===== config.mk =====
export PLATFORM = sky130hd
export DESIGN_NAME = track_speed_ema_estimator_unit
export DESIGN_NICKNAME = d
export VERILOG_FILES = /design/src/rtl/core/tseu_pkg.sv /design/src/rtl/core/track_speed_ema_estimator_unit.sv
export SDC_FILE = /design/constraint.sdc
export NUM_CORES = 2
export LEC_CHECK = 0
export ABC_CLOCK_PERIOD_IN_PS = 9200
export CORE_AREA = 2 2 557 559
export DETAILED_ROUTE_END_ITERATION = 8
export DIE_AREA = 0 0 559 561
export DONT_BUFFER_PORTS = 1
export SYNTH_ARGS = -nofsm -noshare
export SYNTH_HDL_FRONTEND = slang
export SYNTH_SLANG_ARGS = --single-unit

===== constraint.sdc =====
create_clock -name clk -period 9.2 [get_ports clk]
set_input_delay 1.38 -clock clk [delete_from_list [all_inputs] [get_ports clk]]
set_output_delay 1.38 -clock clk [all_outputs]
set_load 0.01 [all_outputs]

===== src/rtl/core/tseu_pkg.sv =====
package tseu_pkg;

    localparam int ID_W      = 6;
    localparam int POS_W     = 12;
    localparam int SPD_W     = 16;
    localparam int CNT_W     = 8;
    localparam int SCALE_W   = 20;
    localparam int GAIN_W    = 16;
    localparam int CFG_W     = 20;
    localparam int CFG_IDX_W = 3;
    localparam int STAT_W    = 2;

    // shared serial multiplier: signed multiplicand, 16-bit multiplier
    localparam int MCAND_W = 22;
    localparam int MLR_W   = 16;
    localparam int PROD_W  = MCAND_W + MLR_W;

    localparam logic [CFG_IDX_W-1:0] CFG_JITTER    = 3'd0;
    localparam logic [CFG_IDX_W-1:0] CFG_SCALE     = 3'd1;
    localparam logic [CFG_IDX_W-1:0] CFG_MIN_SPEED = 3'd2;
    localparam logic [CFG_IDX_W-1:0] CFG_MAX_SPEED = 3'd3;
    localparam logic [CFG_IDX_W-1:0] CFG_GAIN      = 3'd4;
    localparam logic [CFG_IDX_W-1:0] CFG_MIN_SAMP  = 3'd5;

    localparam logic [SPD_W-1:0]   RST_JITTER    = 16'd179;
    localparam logic [SCALE_W-1:0] RST_SCALE     = 20'd39497;
    localparam logic [SPD_W-1:0]   RST_MIN_SPEED = 16'd6400;
    localparam logic [SPD_W-1:0]   RST_MAX_SPEED = 16'd40960;
    localparam logic [GAIN_W-1:0]  RST_GAIN      = 16'd6554;
    localparam logic [CNT_W-1:0]   RST_MIN_SAMP  = 8'd5;

    localparam logic [STAT_W-1:0] ST_FIRST  = 2'd0;
    localparam logic [STAT_W-1:0] ST_JITTER = 2'd1;
    localparam logic [STAT_W-1:0] ST_RANGE  = 2'd2;
    localparam logic [STAT_W-1:0] ST_ACCEPT = 2'd3;

    // 15 km/h in Q8.8, applied once more than three samples were accepted
    localparam logic signed [17:0] SLEW_LIMIT = 18'sd3840;
    localparam logic [CNT_W-1:0]   SLEW_AFTER = 8'd3;

    typedef struct packed {
        logic [ID_W-1:0]  track_id;
        logic [POS_W-1:0] center_x;
    } item_t;

    typedef struct packed {
        logic [STAT_W-1:0] status;
        logic [SPD_W-1:0]  speed;
        logic              speed_valid;
    } result_t;

    typedef struct packed {
        logic              seen;
        logic [POS_W-1:0]  last_pos;
        logic [SPD_W-1:0]  speed;
        logic [CNT_W-1:0]  count;
    } entry_t;

endpackage


===== src/rtl/core/track_speed_ema_estimator_unit.sv =====
// Per-track speed estimator with a slew-limited moving average.
// Input: start/busy command port carrying item (track_id, center_x); an item
// transfers at a rising edge with start high and busy low.
// Output: done pulses for one cycle with result (status, speed, speed_valid);
// the receiver cannot stall, so the result is simply presented once.
// Configuration: cfg_wr/cfg_index/cfg_data write one register per cycle; write
// only while busy is low.
// Path from the transfer to done: a first or jitter-rejected sample is settled
// in EVAL; an out-of-range sample passes EVAL, MUL1 and RANGE; an accepted
// sample passes EVAL, MUL1, RANGE, SLEW, MUL2 and FIN. Both multiplications run
// bit-serially through one shared shift-add unit. A new item can transfer in the
// cycle where done is high.
// Reset: control and configuration registers return to their reset values, then a
// clearing pass writes every slot of the track store, one per cycle, with busy
// high.
module track_speed_ema_estimator_unit #(
    parameter int TRACKS = 64
) (
    input  logic                              clk,
    input  logic                              rst_n,
    input  logic                              start,
    output logic                              busy,
    input  tseu_pkg::item_t                   item,
    output logic                              done,
    output tseu_pkg::result_t                 result,
    input  logic                              cfg_wr,
    input  logic [tseu_pkg::CFG_IDX_W-1:0]    cfg_index,
    input  logic [tseu_pkg::CFG_W-1:0]        cfg_data
);
    import tseu_pkg::*;

    localparam int SLOT_W = (TRACKS > 1) ? $clog2(TRACKS) : 1;
    localparam int CMP_W  = (SLOT_W > ID_W) ? SLOT_W + 1 : ID_W + 1;
    localparam logic [CMP_W-1:0]  TRACKS_C  = CMP_W'(TRACKS);
    localparam logic [SLOT_W-1:0] LAST_SLOT = SLOT_W'(TRACKS - 1);

    localparam logic [2:0] S_CLEAR = 3'd0;
    localparam logic [2:0] S_IDLE  = 3'd1;
    localparam logic [2:0] S_EVAL  = 3'd2;
    localparam logic [2:0] S_MUL1  = 3'd3;
    localparam logic [2:0] S_RANGE = 3'd4;
    localparam logic [2:0] S_SLEW  = 3'd5;
    localparam logic [2:0] S_MUL2  = 3'd6;
    localparam logic [2:0] S_FIN   = 3'd7;

    // track_id modulo TRACKS by restoring remainder, one input bit per step
    function automatic logic [SLOT_W-1:0] slot_of(input logic [ID_W-1:0] id);
        logic [CMP_W-1:0] rem;
        rem = '0;
        for (int i = ID_W - 1; i >= 0; i--) begin
            rem = {rem[CMP_W-2:0], id[i]};
            if (rem >= TRACKS_C)
            begin
                rem = rem - TRACKS_C;
            end
        end
        return rem[SLOT_W-1:0];
    endfunction

    entry_t mem [TRACKS];

    logic [2:0]                state_reg, state_next;
    logic [SLOT_W-1:0]         clr_cnt_reg, clr_cnt_next;
    logic [SLOT_W-1:0]         slot_reg, slot_next;
    logic [POS_W-1:0]          pos_reg, pos_next;
    entry_t                    rd_reg;
    logic [SPD_W-1:0]          v_reg, v_next;
    logic [SPD_W-1:0]          prev_reg, prev_next;
    logic signed [MCAND_W-1:0] mcand_reg, mcand_next;
    logic signed [MCAND_W-1:0] mhi_reg, mhi_next;
    logic [MLR_W-1:0]          mlo_reg, mlo_next;
    logic [3:0]                mcnt_reg, mcnt_next;
    logic                      done_reg, done_next;
    result_t                   result_reg, result_next;

    logic [SPD_W-1:0]   jitter_reg;
    logic [SCALE_W-1:0] scale_reg;
    logic [SPD_W-1:0]   min_speed_reg;
    logic [SPD_W-1:0]   max_speed_reg;
    logic [GAIN_W-1:0]  gain_reg;
    logic [CNT_W-1:0]   min_samp_reg;

    logic                accept;
    logic                mem_we;
    logic [SLOT_W-1:0]   mem_addr;
    entry_t              mem_wdata;
    entry_t              upd_entry;
    logic [POS_W-1:0]    dx;
    logic                jitter_low;
    logic signed [MCAND_W-1:0] msum;
    logic [PROD_W-1:0]   prod;
    logic [SPD_W-1:0]    v_sat;
    logic [SPD_W-1:0]    prev_sel;
    logic signed [17:0]  v18, prev18, hi18, lo18, vc18, d18;
    logic [39:0]         acc40;
    logic [SPD_W-1:0]    new_speed;
    logic [CNT_W-1:0]    count_inc;

    assign accept = start && (state_reg == S_IDLE);
    assign busy   = (state_reg != S_IDLE);
    assign done   = done_reg;
    assign result = result_reg;

    assign dx = (pos_reg >= rd_reg.last_pos) ? pos_reg - rd_reg.last_pos
                                             : rd_reg.last_pos - pos_reg;
    assign jitter_low = {dx, 8'h00} < 20'(jitter_reg);

    assign msum = mhi_reg + (mlo_reg[0] ? mcand_reg : '0);
    assign prod = {mhi_reg, mlo_reg};
    assign v_sat = (prod[PROD_W-1:SPD_W] != '0) ? '1 : prod[SPD_W-1:0];

    assign prev_sel = (rd_reg.count == '0) ? v_reg : rd_reg.speed;
    assign v18    = $signed({2'b00, v_reg});
    assign prev18 = $signed({2'b00, prev_sel});
    assign hi18   = prev18 + SLEW_LIMIT;
    assign lo18   = prev18 - SLEW_LIMIT;

    always_comb
    begin
        vc18 = v18;
        if (rd_reg.count > SLEW_AFTER)
        begin
            if (vc18 > hi18)
            begin
                vc18 = hi18;
            end
            if (vc18 < lo18)
            begin
                vc18 = lo18;
            end
        end
    end

    assign d18 = vc18 - prev18;

    // prev * 2^16 + gain * (v - prev), rounded half up
    assign acc40 = {8'h00, prev_reg, 16'h0000} + 40'd32768
                 + {{(40 - PROD_W){prod[PROD_W-1]}}, prod};
    assign new_speed = acc40[31:16];
    assign count_inc = (rd_reg.count == '1) ? rd_reg.count : rd_reg.count + 8'd1;

    always_comb
    begin
        upd_entry          = rd_reg;
        upd_entry.seen     = 1'b1;
        upd_entry.last_pos = pos_reg;
    end

    always_comb
    begin
        state_next   = state_reg;
        clr_cnt_next = clr_cnt_reg;
        slot_next    = slot_reg;
        pos_next     = pos_reg;
        v_next       = v_reg;
        prev_next    = prev_reg;
        mcand_next   = mcand_reg;
        mhi_next     = mhi_reg;
        mlo_next     = mlo_reg;
        mcnt_next    = mcnt_reg;
        done_next    = 1'b0;
        result_next  = result_reg;
        mem_we       = 1'b0;
        mem_addr     = slot_reg;
        mem_wdata    = upd_entry;

        unique case (state_reg)
            S_CLEAR:
            begin
                mem_we       = 1'b1;
                mem_addr     = clr_cnt_reg;
                mem_wdata    = '0;
                clr_cnt_next = clr_cnt_reg + 1'b1;
                if (clr_cnt_reg == LAST_SLOT)
                begin
                    state_next = S_IDLE;
                end
            end
            S_IDLE:
            begin
                if (start)
                begin
                    slot_next  = slot_of(item.track_id);
                    pos_next   = item.center_x;
                    state_next = S_EVAL;
                end
            end
            S_EVAL:
            begin
                if (!rd_reg.seen || jitter_low)
                begin
                    mem_we                  = 1'b1;
                    done_next               = 1'b1;
                    result_next.status      = rd_reg.seen ? ST_JITTER : ST_FIRST;
                    result_next.speed       = rd_reg.speed;
                    result_next.speed_valid = rd_reg.count >= min_samp_reg;
                    state_next              = S_IDLE;
                end
                else
                begin
                    mcand_next = MCAND_W'(scale_reg);
                    mhi_next   = '0;
                    mlo_next   = MLR_W'(dx);
                    mcnt_next  = 4'hF;
                    state_next = S_MUL1;
                end
            end
            S_MUL1, S_MUL2:
            begin
                // add partial product, shift the pair right one bit
                mhi_next  = msum >>> 1;
                mlo_next  = {msum[0], mlo_reg[MLR_W-1:1]};
                mcnt_next = mcnt_reg - 4'd1;
                if (mcnt_reg == 4'd0)
                begin
                    state_next = (state_reg == S_MUL1) ? S_RANGE : S_FIN;
                end
            end
            S_RANGE:
            begin
                v_next = v_sat;
                if (v_sat < min_speed_reg || v_sat > max_speed_reg)
                begin
                    mem_we                  = 1'b1;
                    done_next               = 1'b1;
                    result_next.status      = ST_RANGE;
                    result_next.speed       = rd_reg.speed;
                    result_next.speed_valid = rd_reg.count >= min_samp_reg;
                    state_next              = S_IDLE;
                end
                else
                begin
                    state_next = S_SLEW;
                end
            end
            S_SLEW:
            begin
                prev_next  = prev_sel;
                mcand_next = {{(MCAND_W - 18){d18[17]}}, d18};
                mhi_next   = '0;
                mlo_next   = gain_reg;
                mcnt_next  = 4'hF;
                state_next = S_MUL2;
            end
            S_FIN:
            begin
                mem_we                  = 1'b1;
                mem_wdata.speed         = new_speed;
                mem_wdata.count         = count_inc;
                done_next               = 1'b1;
                result_next.status      = ST_ACCEPT;
                result_next.speed       = new_speed;
                result_next.speed_valid = count_inc >= min_samp_reg;
                state_next              = S_IDLE;
            end
            default:
            begin
                state_next = S_IDLE;
            end
        endcase
    end

    always_ff @(posedge clk)
    begin
        if (mem_we)
        begin
            mem[mem_addr] <= mem_wdata;
        end
        if (accept)
        begin
            rd_reg <= mem[slot_of(item.track_id)];
        end
    end

    always_ff @(posedge clk or negedge rst_n)
    begin
        if (!rst_n)
        begin
            state_reg   <= S_CLEAR;
            clr_cnt_reg <= '0;
            mcnt_reg    <= '0;
            done_reg    <= 1'b0;
        end
        else
        begin
            state_reg   <= state_next;
            clr_cnt_reg <= clr_cnt_next;
            mcnt_reg    <= mcnt_next;
            done_reg    <= done_next;
        end
    end

    always_ff @(posedge clk)
    begin
        slot_reg   <= slot_next;
        pos_reg    <= pos_next;
        v_reg      <= v_next;
        prev_reg   <= prev_next;
        mcand_reg  <= mcand_next;
        mhi_reg    <= mhi_next;
        mlo_reg    <= mlo_next;
        result_reg <= result_next;
    end

    always_ff @(posedge clk or negedge rst_n)
    begin
        if (!rst_n)
        begin
            jitter_reg    <= RST_JITTER;
            scale_reg     <= RST_SCALE;
            min_speed_reg <= RST_MIN_SPEED;
            max_speed_reg <= RST_MAX_SPEED;
            gain_reg      <= RST_GAIN;
            min_samp_reg  <= RST_MIN_SAMP;
        end
        else if (cfg_wr)
        begin
            unique case (cfg_index)
                CFG_JITTER:    jitter_reg    <= cfg_data[SPD_W-1:0];
                CFG_SCALE:     scale_reg     <= cfg_data[SCALE_W-1:0];
                CFG_MIN_SPEED: min_speed_reg <= cfg_data[SPD_W-1:0];
                CFG_MAX_SPEED: max_speed_reg <= cfg_data[SPD_W-1:0];
                CFG_GAIN:      gain_reg      <= cfg_data[GAIN_W-1:0];
                CFG_MIN_SAMP:  min_samp_reg  <= cfg_data[CNT_W-1:0];
                default:
                begin
                    // drop writes to unused indexes
                end
            endcase
        end
    end

endmodule


---- Word-level counts from Yosys, hierarchy flattened ----
Memories as Yosys holds them, arrays and structs flattened. A register that Yosys moved wholly into a read port is not among the register bits.
Cells that the tools add are included.
word-level totals
  RAM bits ................................ 2368
  register bits ........................... 235
  output and inout port bits .............. 21
  memories kept ........................... 1
  input bits .............................. 45
cells by class
  equality and inequality tests ........... 21
  reductions and logical operators ........ 25
  magnitude comparators ................... 9
  add/subtract/negate cells ............... 11
  mux-type cells .......................... 37
memories
  name  depth  width  read ports  clocked after memory_dff  wr ports  RTL line                              RTL
  mem   64     37     1           1                         1         track_speed_ema_estimator_unit.sv:60  entry_t mem [TRACKS];
operator list
  operator                  number
  $mux W22                  3
  $pmux W22 S3              1
  $pmux W19 S3              1
  $mux W18                  3
  $mux W16                  3
  $pmux W16 S3              1
  $pmux W24 S2              1
  $pmux W22 S2              1
  $mux W19                  2
  $add A32 B16 Y32 const B  1
  $add A32 B32 Y32          1
  $sub A12 B12 Y12          2
  $add A22 B22 Y22          1
  $reduce_bool A22 Y1       1
  $pmux W3 S7               1
  $lt A20 B16 Y1            1
  $eq A3 B3 Y1 const B      6
  $lt A18 B17 Y1            1
  $reduce_and A2 Y1         9
  $sub A18 B17 Y18          1
  $add A16 B12 Y17 const B  1
  $gt A16 B17 Y1            1
  $mux W17                  1
  $sub A16 B12 Y17 const B  1
  34 further kinds          58

---- Longest topological paths before layout ----
  word-level depth ........................ 11
  gate-level depth with buffers ........... 44

---- Worst setup path before layout ----
Ideal clock, no wire load.
  kind .................................... reg-to-reg
  from .................................... reg, netlist name rd_reg[0]
  to ...................................... reg mcand_reg[17] (data pin)
  arrival time ............................ 9.034 ns
  stages on the path, launching flop included .. 39
  path slack .............................. -0.094 ns
  data required time ...................... 8.940 ns
  path through ............................ edfxtp_1 -> inv_1 -> ha_1 -> nor3b_2 -> nand2_2 -> buf_4 -> buf_1 -> buf_1 -> mux2_2 -> ha_1 -> ha_1 -> nand4_1 -> nor4_1 -> o31ai_1 -> o211ai_1 -> o211ai_2 -> clkbuf_1 -> clkbuf_1 -> (+3 left out) -> a21o_1 -> a2111oi_0 -> o31ai_1 -> and2_1 -> ha_1 -> clkbuf_1 -> a21oi_1 -> buf_2 -> mux2_2 -> ha_1 -> or3_1 -> a41o_1 -> a2111oi_0 -> o21ai_0 -> a2111oi_2 -> nor3_1 -> o21ai_2 -> nand2_1
between the ends
  word-level cells in the longest chain between the ends .. 11
  elaborated cells on any way between the ends .. 13
  classes of those cells .................. add/sub (3); order compare (3); mux (6); reduce/logical (1)
ends and longest elaborated chain
  element               RTL line                               RTL
  $logic_not A8 Y1      track_speed_ema_estimator_unit.sv:112  assign prev_sel = (rd_reg.count == '0) ? v_reg : rd_reg.speed;
  $mux W16              track_speed_ema_estimator_unit.sv:112
  $add A16 B12 Y17      track_speed_ema_estimator_unit.sv:115  assign hi18 = prev18 + SLEW_LIMIT;
  $gt A16 B17 Y1        track_speed_ema_estimator_unit.sv:123  if (vc18 > hi18)
  $mux W17              track_speed_ema_estimator_unit.sv:123
  $mux W18              track_speed_ema_estimator_unit.sv:121  if (rd_reg.count > SLEW_AFTER)
  $lt A18 B17 Y1        track_speed_ema_estimator_unit.sv:127  if (vc18 < lo18)
  $mux W18              track_speed_ema_estimator_unit.sv:127
  $mux W18              track_speed_ema_estimator_unit.sv:121
  $sub A18 B17 Y18 (*)  track_speed_ema_estimator_unit.sv:134  assign d18 = vc18 - prev18;
  $pmux W22 S2 (*)      track_speed_ema_estimator_unit.sv:167  unique case (state_reg)
  net mcand_next[17]    track_speed_ema_estimator_unit.sv:69   logic signed [MCAND_W-1:0] mcand_reg, mcand_next;
  end signal, assigned  track_speed_ema_estimator_unit.sv:299  mcand_reg <= mcand_next;
  end, declared         track_speed_ema_estimator_unit.sv:69
The timed path passes the listed nets; every way through them passes the cells marked *. The select of a mux whose other input is x is not followed.
A chain may end at the register's enable or synchronous reset.

---- Worst setup path in the final report ----
  from .................................... reg, netlist name rd_reg[1]
  to ...................................... reg mcand_reg[17] (data pin)
between the ends
  word-level cells in the longest chain between the ends .. 11
  elaborated cells on any way between the ends .. 13
  classes of those cells .................. add/sub (3); order compare (3); mux (6); reduce/logical (1)
ends and longest elaborated chain
  element               RTL line                               RTL
  $logic_not A8 Y1 (*)  track_speed_ema_estimator_unit.sv:112
  $mux W16 (*)          track_speed_ema_estimator_unit.sv:112
  net prev_sel[8]       track_speed_ema_estimator_unit.sv:93   logic [SPD_W-1:0] prev_sel;
  $add A16 B12 Y17      track_speed_ema_estimator_unit.sv:115
  $gt A16 B17 Y1        track_speed_ema_estimator_unit.sv:123
  $mux W17              track_speed_ema_estimator_unit.sv:123
  $mux W18              track_speed_ema_estimator_unit.sv:121
  $lt A18 B17 Y1        track_speed_ema_estimator_unit.sv:127
  $mux W18              track_speed_ema_estimator_unit.sv:127
  $mux W18              track_speed_ema_estimator_unit.sv:121
  $sub A18 B17 Y18 (*)  track_speed_ema_estimator_unit.sv:134
  $pmux W22 S2 (*)      track_speed_ema_estimator_unit.sv:167
  net mcand_next[17]    track_speed_ema_estimator_unit.sv:69
Marked as above.

==> metrics.txt <==
# TYPE chip_impl_metric gauge
chip_impl_metric{name="buffer_ports.inserted",unit=""} 0
chip_impl_metric{name="cp.buffers_inverters",unit=""} 6
chip_impl_info{name="run_status",value="finished with violations"} 1
chip_impl_info{name="grt_most_used_layer",value="met2"} 1
chip_impl_metric{name="core-area",unit="um^2"} 308000
chip_impl_metric{name="yosysUniqueCellTypes",unit=""} 91
chip_impl_metric{name="count_of_flip_flops_with_a_built_in_enable_after_synthesis",unit=""} 2532
chip_impl_info{name="critical-path-top-cell-by-count",value="sky130_fd_sc_hd__ha_1"} 1
chip_impl_metric{name="cts_buffers",unit=""} 285
chip_impl_metric{name="drc",unit=""} 0
chip_impl_metric{name="track_usage",unit=""} 0.167
chip_impl_metric{name="report.final.setup_viol",unit=""} 0
chip_impl_metric{name="start_util",unit=""} 0.349
chip_impl_metric{name="grt.overflow.total",unit=""} 0
chip_impl_metric{name="fin_tns_setup",unit="ps"} 0
chip_impl_metric{name="n_fill_cell",unit=""} 27000
chip_impl_metric{name="ant_nets",unit=""} 1
chip_impl_metric{name="average_instance_area_after_synthesis",unit="um^2"} 20.7
chip_impl_metric{name="yosysWarningCount",unit=""} 0
chip_impl_metric{name="fp-row-count",unit=""} 204
chip_impl_info{name="r2r_path_end",value="mcand_reg[17]$_DFFE_PP_"} 1
chip_impl_metric{name="critical_path_peak_fanout",unit=""} 36
chip_impl_metric{name="power.density_cell_area",unit="nW/um^2"} 265
chip_impl_metric{name="drive_gt1_frac",unit=""} 0.284
chip_impl_metric{name="ff_latch_area",unit="um^2"} 78700
chip_impl_metric{name="netlist_area",unit="um^2"} 107000
chip_impl_metric{name="synth-async-reset-ratio",unit=""} 0.0402
chip_impl_metric{name="max-cap-violations",unit=""} 0
chip_impl_metric{name="synthesis.nets",unit=""} 5406
chip_impl_metric{name="timing.critical_path.required",unit="ps"} 9840
chip_impl_metric{name="gr-usage-met2",unit=""} 0.277
chip_impl_metric{name="report.final.hold_viol_count",unit=""} 0
chip_impl_metric{name="slew_headroom",unit=""} 0.0870
chip_impl_metric{name="grt_pass1_wl",unit="um"} 385000
chip_impl_metric{name="use_met3",unit=""} 0.0292
chip_impl_metric{name="die_area",unit="um^2"} 314000
chip_impl_info{name="min_path_type",value="input pin to asynchronous set/reset pin"} 1
chip_impl_info{name="rsz0062_at_grt",value="no"} 1
chip_impl_metric{name="num_vias",unit=""} 52300
chip_impl_info{name="crit_slowest_cell",value="sky130_fd_sc_hd__edfxtp_1"} 1
chip_impl_metric{name="skew",unit="ps"} 74.1
chip_impl_metric{name="multiInputGateArea",unit="um^2"} 27900
chip_impl_metric{name="fin_crit",unit="ps"} 8480
chip_impl_metric{name="dpl.hpwl",unit="um"} 154000
chip_impl_metric{name="worst-slew-pin-transition",unit="ps"} 1370
chip_impl_metric{name="die_w",unit="um"} 559
chip_impl_metric{name="first_global_vias",unit=""} 53000
chip_impl_metric{name="clock_latency",unit="ps"} 940
chip_impl_metric{name="synthCells",unit=""} 5190
chip_impl_metric{name="final-instance-count-excl-fill",unit=""} 9750
chip_impl_info{name="cts_tree",value="yes"} 1
chip_impl_info{name="synth_top_flop_cell",value="sky130_fd_sc_hd__edfxtp_1"} 1
chip_impl_info{name="endpoint_kind",value="register"} 1
chip_impl_metric{name="grt_start_max_net_pins",unit=""} 594
chip_impl_metric{name="leakage",unit="nW"} 39.4
chip_impl_metric{name="grt_use_met1",unit=""} 0.232
chip_impl_metric{name="maxClockFrequency",unit="MHz"} 118
chip_impl_metric{name="globalplace.congestion",unit=""} 0.816
chip_impl_metric{name="antenna_found_initial",unit=""} 30
chip_impl_metric{name="postCtsHoldBufs",unit=""} 0
chip_impl_metric{name="clkSlewWorstSetupHoldPaths",unit="ps"} 60
chip_impl_info{name="critical_path.top_delay_family",value="compound AO/OA/AOI/OAI gates"} 1
chip_impl_metric{name="dpl.cell_count",unit=""} 9244
chip_impl_metric{name="reg2reg_depth",unit=""} 38
chip_impl_metric{name="report.final.slew_viol_count",unit=""} 0
chip_impl_metric{name="vias_per_cell",unit=""} 5.37
chip_impl_info{name="crit_path_start_kind",value="register"} 1
chip_impl_info{name="timing_worst_setup_path_type",value="register to register"} 1
chip_impl_metric{name="syn_to_final_growth",unit="%"} 14.3
chip_impl_metric{name="irDropWorstVdd",unit="mV"} 0.183
chip_impl_metric{name="tritoncts_num_sinks",unit=""} 2638
chip_impl_metric{name="yosys_register_bits",unit=""} 2638
chip_impl_metric{name="seqPwrFrac",unit=""} 0.483
chip_impl_metric{name="top_level_ports",unit=""} 66
chip_impl_metric{name="crit_path_max_incr_delay",unit="ps"} 410
chip_impl_metric{name="cellInternalPower",unit="W"} 0.0236
chip_impl_metric{name="share_clk_of_total_power",unit=""} 0.334
chip_impl_metric{name="totalWireLength",unit="um"} 266000
chip_impl_metric{name="synth_seq_area_share",unit=""} 0.733
chip_impl_info{name="clock_tree.root_cell",value="sky130_fd_sc_hd__clkbuf_16"} 1
chip_impl_metric{name="sw_frac_of_total",unit=""} 0.274
chip_impl_info{name="failed_checks",value="antenna violations"} 1
chip_impl_info{name="timing.rr.start",value="rd_reg[1]$_DFFE_PP_"} 1
chip_impl_metric{name="net-switching-power",unit="W"} 0.00890
chip_impl_metric{name="power_frac_comb",unit=""} 0.183
chip_impl_metric{name="routedWlPerCell",unit="um"} 27.3
chip_impl_metric{name="initialDrtViolationCount",unit=""} 5754
chip_impl_metric{name="ctsHtreeMaxLevel",unit=""} 5
chip_impl_metric{name="nNetsFinal",unit=""} 5639
chip_impl_metric{name="die_height",unit="um"} 561
chip_impl_metric{name="number_of_iterations_in_the_first_detailed_routing_pass",unit=""} 5
chip_impl_metric{name="buffer_depth_of_the_longest_clock_path",unit=""} 4
chip_impl_metric{name="ff2ff_setup_slack",unit="ps"} 720
chip_impl_metric{name="layout_worst_path_cycle_share",unit=""} 0.922
chip_impl_metric{name="data_arrival_time_of_the_worst_path",unit="ps"} 9120
chip_impl_metric{name="largest_reg_flops",unit=""} 2368
## Yosys cell counts, drive strengths merged, types with 42 or more instances
library cell	number	area, um^2
edfxtp	2532	76000
mux4	767	17300
nand2	225	850
ha	166	2080
nor2	166	623
clkbuf	159	598
o21ai	145	778
inv	127	477
mux2	93	1050
a21oi	88	455
buf	84	345
dfrtp	80	2000
a21o	50	375
xnor2	45	409
nand3	42	210
## layout by cell type, fill, tap and decap left out, types with 63 or more instances in the layout
| cell type | synthesis | layout |
|---|---|---|
| sky130_fd_sc_hd__edfxtp_1 | 2532 | 2532 |
| sky130_fd_sc_hd__mux2_2 | 93 | 93 |
| sky130_fd_sc_hd__nor2_1 | 166 | 90 |
| sky130_fd_sc_hd__clkbuf_16 | 0 | 289 |
| sky130_fd_sc_hd__buf_4 | 1 | 170 |
| sky130_fd_sc_hd__inv_1 | 127 | 127 |
| sky130_fd_sc_hd__ha_1 | 166 | 165 |
| sky130_fd_sc_hd__a21oi_1 | 86 | 85 |
| sky130_fd_sc_hd__nor2_4 | 0 | 75 |
| sky130_fd_sc_hd__o21ai_0 | 133 | 130 |
| sky130_fd_sc_hd__dfrtp_1 | 80 | 80 |
| sky130_fd_sc_hd__mux4_2 | 767 | 767 |
| sky130_fd_sc_hd__clkinv_1 | 3 | 63 |
| sky130_fd_sc_hd__nand2_1 | 223 | 216 |
## worst register-to-register path, delay by kind of cell (launching register included)
kind | cells | cell delay [ps]
compound gates | 15 | 3130
fa+ha+maj | 6 | 1750
simple gates | 9 | 1320
buf+inv | 6 | 970
mux | 2 | 600
flops | 1 | 410
## what timing repair did
action / CTS / global route
resized for setup: 0 / 12
setup buffers: 0 / 7
endpoints found under the setup margin: 0 / 7
## through the flow
| step | hold WS [ps] | utilization | setup slack [ps] | instance area (um^2) | total power, W |
|---|---|---|---|---|---|
| 2_1_floorplan | 472 | - | 63.5 | 107000 | 0.0196 |
| 5_1_grt | 106 | 0.399 | 49.9 | 123000 | 0.0338 |
| 3_3_place_gp | 487 | 0.370 | 172 | 114000 | 0.0214 |
| 4_1_cts | 74.6 | 0.398 | 127 | 122000 | 0.0326 |
| 6_report | 156 | 0.399 | 717 | 123000 | 0.0325 |
| 3_5_place_dp | 493 | 0.370 | 174 | 114000 | 0.0217 |
## worst max-delay path by stage
stage / from / endpoint / cells past startpoint
detailed placement: rd_reg[1]$_DFFE_PP_ / mcand_reg[17]$_DFFE_PP_ / 40
CTS: rd_reg[1]$_DFFE_PP_ / mcand_reg[17]$_DFFE_PP_ / 38
finish: rd_reg[1]$_DFFE_PP_ / mcand_reg[17]$_DFFE_PP_ / 38
floorplan: rd_reg[0]$_DFFE_PP_ / mcand_reg[17]$_DFFE_PP_ / 38
global route: rd_reg[1]$_DFFE_PP_ / mcand_reg[17]$_DFFE_PP_ / 40
global placement: rd_reg[0]$_DFFE_PP_ / mcand_reg[19]$_DFFE_PP_ / 42
## logic make-up after synthesis
family | synth area share
buffers and inverters | 0.0133
and+or+nand+nor | 0.0269
muxes | 0.174
AOI/OAI and AO/OA | 0.0261
adders and majority gates | 0.0203
xor gates and xnor gates | 0.00569
DFF | 0.733
## layout make-up
class | count | area share
multi-input combinational | 2179 | 0.228
tap | 4120 | 0.0420
inverter | 130 | 0.00397
sequential | 2638 | 0.641
timing repair buffer | 189 | 0.0141
antenna | 13 | 0.000265
clock inverter | 141 | 0.0102
clock buffer | 340 | 0.0606
## power by group through the flow
| stage | combinational, W | sequential [W] | clock (W) |
|---|---|---|---|
| finish | 0.00593 | 0.0157 | 0.0109 |
| global route | 0.00652 | 0.0157 | 0.0115 |
| CTS | 0.00583 | 0.0157 | 0.0111 |
| detailed placement | 0.00581 | 0.0159 | 0 |
| global placement | 0.00553 | 0.0159 | 0 |
| floorplan | 0.00378 | 0.0158 | 0 |
## metal layers
| layer | vias to the layer above | wire [um] |
|---|---|---|
| li1 | 22000 | - |
| met1 | 28400 | 112000 |
| met2 | 1722 | 132000 |
| met3 | 297 | 17900 |
| met4 | 0 | 4240 |
| met5 | - | 0 |
No activity file was read; power rests on OpenSTA's default activity.
